==> config.mk <==
export PLATFORM = sky130hd
export DESIGN_NAME = bis_cell
export DESIGN_NICKNAME = d
export VERILOG_FILES = /design/src/sv/block_interval_set_assert.svh /design/src/sv/bis_pkg.sv /design/src/sv/bis_cell.sv
export SDC_FILE = /design/constraint.sdc
export NUM_CORES = 1
export LEC_CHECK = 0
export CORE_ASPECT_RATIO = 1.5
export CORE_MARGIN = 8
export CORE_UTILIZATION = 35
export CTS_CLUSTER_DIAMETER = 50
export DETAILED_ROUTE_END_ITERATION = 8
export DONT_BUFFER_PORTS = 1
export PLACE_DENSITY = 0.5
export SLEW_MARGIN = 20
export SYNTH_ARGS = -nofsm -noshare
export SYNTH_HDL_FRONTEND = slang
export SYNTH_SLANG_ARGS = --single-unit
==> constraint.sdc <==
create_clock -name clk -period 5.9 [get_ports clk]
set_clock_uncertainty 0.1 [all_clocks]
set_input_delay 0.295 -clock clk [delete_from_list [all_inputs] [get_ports clk]]
set_output_delay 0.295 -clock clk [all_outputs]
set_load 0.01 [all_outputs]
==> src/sv/block_interval_set_assert.svh <==
// ----------------------------------------------------------------------------
// block_interval_set_assert.svh
// Assertion macros used by the interval set top level.
// ----------------------------------------------------------------------------
`ifndef BLOCK_INTERVAL_SET_ASSERT_SVH
`define BLOCK_INTERVAL_SET_ASSERT_SVH

// same-cycle implication, checked outside reset
`define BIS_ASSERT_NOW(label, ante, cons) \
	label: assert property (@(posedge clk) disable iff (!arst_n) (ante) |-> (cons)) \
		else $error("interval set check failed");

// next-cycle implication, checked outside reset
`define BIS_ASSERT_NEXT(label, ante, cons) \
	label: assert property (@(posedge clk) disable iff (!arst_n) (ante) |=> (cons)) \
		else $error("interval set check failed");

`endif

==> src/sv/bis_pkg.sv <==
// ----------------------------------------------------------------------------
// bis_pkg
// Types and codes shared by the interval set cells and the top level.
// ----------------------------------------------------------------------------
package bis_pkg;

	// request kinds
	typedef enum logic [1:0] {
		K_ADD    = 2'd0,
		K_REMOVE = 2'd1,
		K_QUERY  = 2'd2,
		K_CLEAR  = 2'd3
	} kind_e_t;

	// sequencer states
	typedef enum logic [2:0] {
		ST_IDLE,
		ST_EVAL,
		ST_COMPACT,
		ST_INSERT,
		ST_FIN
	} state_t;

	// per-cell operation broadcast by the sequencer
	typedef enum logic [2:0] {
		C_HOLD,
		C_MARK,
		C_TRIM,
		C_SPLIT,
		C_COMPACT,
		C_INSERT
	} cell_op_t;

	typedef struct packed {
		logic [1:0]  kind;
		logic [15:0] range_start;
		logic [15:0] range_end;
	} bis_in_t;

	typedef struct packed {
		logic        ok;
		logic        changed;
		logic        overlaps;
		logic [16:0] block_count;
		logic [6:0]  segment_count;
	} bis_out_t;

	// one stored interval
	typedef struct packed {
		logic [15:0] lo;
		logic [15:0] hi;
	} cell_ent_t;

	// command broadcast to every cell
	typedef struct packed {
		cell_op_t    op;
		logic [15:0] s;
		logic [15:0] e;
		logic [15:0] key;
	} cell_cmd_t;

	// per-cell status toward the sequencer
	typedef struct packed {
		logic contained;
		logic touch;
		logic overlap;
		logic split;
		logic ltrim;
		logic rtrim;
		logic first_dead;
		logic dead;
	} cell_flag_t;

endpackage

==> src/sv/bis_cell.sv <==
// ----------------------------------------------------------------------------
// bis_cell
// One slot of the sorted interval row: compares against the request and
// trims, splits, marks, shifts left or shifts right with its neighbors.
// ----------------------------------------------------------------------------
module bis_cell import bis_pkg::*; #(
	parameter int IDX = 0,
	parameter int CW  = 7
) (
	input  logic          clk,
	input  logic          arst_n,
	input  cell_cmd_t     cmd,
	input  logic [CW-1:0] count,
	input  cell_ent_t     ent_left,
	input  logic          ge_left,
	input  cell_ent_t     ent_right,
	input  logic          dead_right,
	input  logic          carry_in,
	output cell_ent_t     ent,
	output logic          ge,
	output logic          carry_out,
	output logic [16:0]   span,
	output cell_flag_t    flags
);

	cell_ent_t ent_q;
	logic      dead_q;
	logic      valid;
	logic      carry;
	logic [16:0] lo_x, hi_x, s_x, e_x;

	// local compares against the request
	always_comb begin
		valid = (CW'(IDX) < count);
		lo_x  = {1'b0, ent_q.lo};
		hi_x  = {1'b0, ent_q.hi};
		s_x   = {1'b0, cmd.s};
		e_x   = {1'b0, cmd.e};
		carry = carry_in | dead_q;
		flags.contained  = valid && (ent_q.lo <= cmd.s) && (ent_q.hi >= cmd.e);
		flags.touch      = valid && (hi_x + 17'd1 >= s_x) && (lo_x <= e_x + 17'd1);
		flags.overlap    = valid && (ent_q.lo <= cmd.e) && (ent_q.hi >= cmd.s);
		flags.split      = valid && (ent_q.lo < cmd.s) && (ent_q.hi > cmd.e);
		flags.ltrim      = flags.overlap && (ent_q.lo < cmd.s) && (ent_q.hi <= cmd.e);
		flags.rtrim      = flags.overlap && (ent_q.hi > cmd.e) && (ent_q.lo >= cmd.s);
		flags.first_dead = dead_q && !carry_in;
		flags.dead       = dead_q;
		ge        = !valid || (ent_q.lo >= cmd.key);
		carry_out = carry;
		ent       = ent_q;
		span      = hi_x - lo_x + 17'd1;
	end

	// dead mark
	always_ff @(posedge clk or negedge arst_n) begin
		if (!arst_n) begin
			dead_q <= 1'b0;
		end else begin
			case (cmd.op)
				C_MARK:    dead_q <= flags.touch;
				C_TRIM:    dead_q <= flags.overlap && (ent_q.lo >= cmd.s) && (ent_q.hi <= cmd.e);
				C_COMPACT: if (carry) dead_q <= dead_right;
				default:   dead_q <= dead_q;
			endcase
		end
	end

	// interval payload
	always_ff @(posedge clk) begin
		case (cmd.op)
			C_TRIM: begin
				if (flags.ltrim) ent_q.hi <= cmd.s - 16'd1;
				if (flags.rtrim) ent_q.lo <= cmd.e + 16'd1;
			end
			C_SPLIT: if (flags.split) ent_q.hi <= cmd.s - 16'd1;
			C_COMPACT: if (carry) ent_q <= ent_right;
			C_INSERT: begin
				if (ge && ge_left) ent_q <= ent_left;
				else if (ge) ent_q <= '{lo: cmd.key, hi: cmd.e};
			end
			default: ent_q <= ent_q;
		endcase
	end

endmodule

### After elaboration in Yosys (flattened, before gate mapping)

Index checks and enable logic that the tools add are counted.

| word-level totals | value |
|---|---|
| register bits after elaboration | 33 |
| output and inout port bits | 59 |
| logic and storage cells | 67 |

| cells by class | value |
|---|---|
| mux-type cells | 10 |
| $lt $le $gt $ge | 12 |
| bitwise logic cells | 1 |
| reductions and logical operators | 25 |
| equality and inequality tests | 10 |
| $add $sub $neg | 6 |

Operators by type and width:

| operator | number |
|---|---|
| two-way mux 32 bit | 3 |
| greater-or-equal comparator 16 bit | 4 |
| case mux 16 bit (4 select lines) | 1 |
| <= comparator 16 bit | 3 |
| two-way mux 16 bit | 3 |
| case mux 16 bit (3 select lines) | 1 |
| adder 16 x 1 -> 17 bit (second input constant) | 2 |
| adder 17 x 1 -> 17 bit (second input constant) | 1 |
| greater-or-equal comparator 17 x 16 -> 1 bit | 1 |
| <= comparator 16 x 17 -> 1 bit | 1 |
| subtractor 16 x 16 -> 17 bit | 1 |
| adder 16 x 1 -> 16 bit (second input constant) | 1 |
| greater-than comparator 16 bit | 1 |
| logical AND 1 bit | 16 |
| < comparator 16 bit | 1 |
| subtractor 16 x 1 -> 16 bit (second input constant) | 1 |
| inequality test 2 bit (second input constant) | 4 |
| < comparator 1 x 7 -> 1 bit (first input constant) | 1 |
| equality test 3 x 2 -> 1 bit (second input constant) | 2 |
| equality test 3 bit (second input constant) | 2 |
| nonzero test 3 bit | 2 |
| AND reduction 5 bit | 1 |
| AND reduction 4 bit | 1 |
| nonzero test 4 bit | 1 |
| other kinds (8) | 9 |

### Logic depth before layout (Yosys ltp)

| logic depth | value |
|---|---|
| depth after elaboration | 7 |
| gate-level depth with buffers | 14 |

### Worst setup path after synthesis

Ideal clock, no wire load.

| timing path | value |
|---|---|
| kind | reg-to-reg |
| start point | register ent_q (netlist bit ent[21]) |
| end point | register ent_q (netlist bit ent[16]), enable pin |
| library setup time | 367 ps |
| path buffers | 0 |
| arrival | 2900 ps |
| required time | 5433 ps |
| cell stages (with the launch flop) | 10 |
| slack | 2533 ps |
| cell sequence | edfxtp_1 -> ha_1 -> a21o_1 -> a211oi_1 -> o21bai_1 -> a21o_1 -> a221o_1 -> a21oi_2 -> nor3b_1 -> a21o_1 |

RTL lines:

| item | RTL line | source |
|---|---|---|
| from (decl) | bis_cell.sv:26 | `cell_ent_t ent_q;` |
| from (signal assigned) | bis_cell.sv:76 | `C_COMPACT: if (carry) ent_q <= ent_right;` |
| from (signal assigned) | bis_cell.sv:78 | `if (ge && ge_left) ent_q <= ent_left;` |
| from (signal assigned) | bis_cell.sv:79 | `else if (ge) ent_q <= '{lo: cmd.key, hi: cmd.e};` |

### Final worst setup path

| timing path | value |
|---|---|
| start point | register ent_q (netlist bit ent[1]) |
| end point | output span[15] |

| between the ends | value |
|---|---|
| word-level cells in the longest chain between the ends | 2 |

Ends and longest elaborated chain:

| item | RTL line | source |
|---|---|---|
| subtractor 16 x 16 -> 17 bit | bis_cell.sv:51 | `span = hi_x - lo_x + 17'd1;` |
| adder 17 x 1 -> 17 bit | bis_cell.sv:51 |  |
| to (decl) | bis_cell.sv:22 | `output logic [16:0] span,` |

Every way passes these cells.

==> out/metrics.yaml <==
status:
  status: "finished clean"
cells_and_area:
  fin_area_mm2: 0.006689
  area_delta_synth_final_pct: 5.673
  multiInputGateArea_mm2: 0.004941
  final_nets: 1025
  finish.utilization: 0.3744
  fillers: 1869
  final-seq-area_um2: 985.9
  drive_above_1_share: 0.02530
synthesis:
  synth_top_family_by_area: "adder cells"
  yosys_warnings: 0
  synth_compound_area_frac: 0.2077
  synth_common_cells: "ha_1 (146), inv_1 (84), a21oi_1 (70)"
  yosysMostFrequentCell: "ha_1"
  syn-cell-area_mm2: 0.006330
  ys_seq_area_frac: 0.1558
  syn_nets: 1033
  synth_top_area_frac: 0.2886
  synth_seq_cells: 33
  synth-xor-area-share: 0.07333
  synth_simple_gate_area_frac: 0.1556
  synth_cells: 759
  ys_top_cells_by_area: "ha_1 (29%), edfxtp_1 (15%), xnor2_1 (6.5%)"
  yosysTopAreaCell: "ha_1"
  synth_cell_types: 56
  synthMuxAreaShare: 0.05060
  syn_area_per_cell_um2: 8.340
  ys.flop_type: "edfxtp_1"
  synth_edf_count: 32
  synthAdderAreaFrac: 0.2918
  async_reset_ff_frac: 0.03030
timing:
  tightest_slew_ns: 0.7632
  period_share: 0.7071
  whs_ns: 0.1381
  finalCriticalPeriod_ns: 4.172
  setup_viol: 0
  report.final.slew_viol_count: 0
  hold_viol: 0
  max_slew_margin: 0.4912
  setup_tns_ns: 0
  fmax_ghz: 0.2397
  rsz0062_at_grt: "no"
pwr:
  power-per-cell-area_mw_per_mm2: 158.0
  power_leakage_nw: 3.191
  power_mw: 1.057
  ir_drop_v: 0.0001051
placed_design:
  globalplace.congestion: 0.8345
  portBuffers: 0
  post_dp_cell_area_mm2: 0.006538
  dpl.hpwl_mm: 19.51
clock_network:
  clockBufferDepth: 2
  cts_setup_buffers: 0
  ctsResizeCount: 0
  cts_tree: "done"
  ctsHoldBuffers: 1
  clk_latency_ns: 0.29
  cts_root_buf: "clkbuf_16"
  cts_buffers: 5
  htreeDepth: 2
  path_clk_slew_ns: 0.06
  cts.sinks: 33
routing:
  ant_nets: 0
  viasPerCell: 6.000
  drt-wirelength-per-cell_um: 24.00
  first_pass_iters: 4
  routed_wl_mm: 23.26
  drc: 0
  vias: 5814
  drtIter0Drc: 309
floorplan:
  dieArea_mm2: 0.02273
  die_h_um: 180.7
  top_level_ports: 186
  die_w_um: 125.8
  start_util: 0.3543
  rows: 60
  core_mm2: 0.01787
critical_path:
  crit_type: "reg2out"
  r2r_setup_slack_ns: 1.79
  crit_path_max_fanout: 8
  cp.required_ns: 5.51
  r2r-end: "ent[31]"
  ff2ff_path_depth: 9
  start_kind: "flop"
  endpoint_kind: "output pin"
  crit_arrival_ns: 3.78
  r2r_start: "ent[21]"
grt:
  grt_pass1_vias: 6307
  grt_overflow: 0
  grt_max_degree: 46
  grt_pass1_wl_mm: 35.21
  grt_antenna_before_repair: 2
  grt_util_all_layers: 0.1992
flow_run:
  max-cap-violations: 0
worst_hold_path:
  hold_class: "in2async"
[cells in the final DEF, fill, tap and decap left out, types with 3 or more instances in the layout]
| master | count |
|---|---|
| xor2_1 | 6 |
| a211o_1 | 3 |
| clkbuf_16 | 5 |
| o31ai_1 | 19 |
| a211oi_1 | 14 |
| or3_1 | 13 |
| o21ai_0 | 38 |
| a21o_1 | 25 |
| ha_1 | 146 |
| o21bai_1 | 8 |
| edfxtp_1 | 32 |
| nor4_1 | 4 |
| or2_2 | 3 |
| and2_1 | 4 |
| nand3_1 | 23 |
| o21a_1 | 6 |
| nor2b_1 | 6 |
| o211ai_1 | 4 |
| nand4_1 | 24 |
| and3_1 | 11 |
| nor2_1 | 22 |
| inv_1 | 84 |
| xnor2_1 | 47 |
| a21oi_1 | 70 |
| and4_1 | 4 |
| a221oi_1 | 4 |
| nand2_1 | 39 |
| mux2i_1 | 32 |
| buf_4 | 4 |
| nor3_1 | 16 |
[where the power goes]
part	switching (mW)	internal (mW)	leakage [nW]
sequential	0.0478	0.281	0.306
clock	0.103	0.153	0.0644
combinational	0.279	0.193	2.82
total	0.430	0.627	3.19
[worst max-delay path, cell delays in order, from the launching register on]
cell	delay, ns
edfxtp_1	0.62
inv_1	0.09
ha_1	0.30
inv_1	0.06
ha_1	0.18
inv_1	0.07
fa_1	0.41
nor2b_1	0.12
o21ai_0	0.10
a21oi_1	0.27
nor4_1	0.13
o31ai_1	0.44
o21ai_0	0.16
o21ai_0	0.23
xor2_1	0.30
[per-layer routing]
| layer | GRT usage | vias up | wire length [um] |
|---|---|---|---|
| met2 | 0.3766 | 172 | 12230 |
| li1 | - | 2815 | - |
| met3 | 0.04391 | 27 | 1429 |
| met5 | 0 | - | 0 |
| met4 | 0.05558 | 0 | 426 |
| met1 | 0.2159 | 2800 | 9178 |
[flip-flops by register name, summed over array words and instances, names as in the netlist]
register / flops
dead_q: 1
ent: 32
[how the worst max path moves through the flow]
| stage | from | to | cells past startpoint |
|---|---|---|---|
| 6_report | ent[1] | span[15] | 14 |
| 5_1_grt | ent[1] | span[15] | 14 |
| 4_1_cts | ent[1] | span[15] | 14 |
| 3_5_place_dp | ent[21] | ent[18] | 9 |
| 3_3_place_gp | ent[27] | ent[16] | 8 |
| 2_1_floorplan | ent[21] | ent[16] | 9 |
[area by class of cell]
type                    instances  area share
inverters                      84     0.04714
well taps                     217     0.04059
clock buffers                   6     0.01927
diodes                          1   0.0003741
multi-input cells             622      0.7387
repair buffers                  5    0.005986
clock inverters                 1   0.0005612
flip-flops and latches         33      0.1474
[through the flow]
step	cells	setup slack, ns
4_1_cts	968	1.654
5_1_grt	969	1.387
6_report	969	1.728
3_3_place_gp	960	1.820
3_5_place_dp	960	1.794
2_1_floorplan	759	2.533
[kinds of logic (layout without fill, tap and decap cells)]
kind of cell    after synthesis  in the layout
compound gates              208            208
simple gates                182            182
fa+ha+maj                   147            147
buf+inv                     104             96
xor+xnor                     53             53
flops                        33             33
mux                          32             32
other cells                   0              1
(Power assumes the default switching activity.)
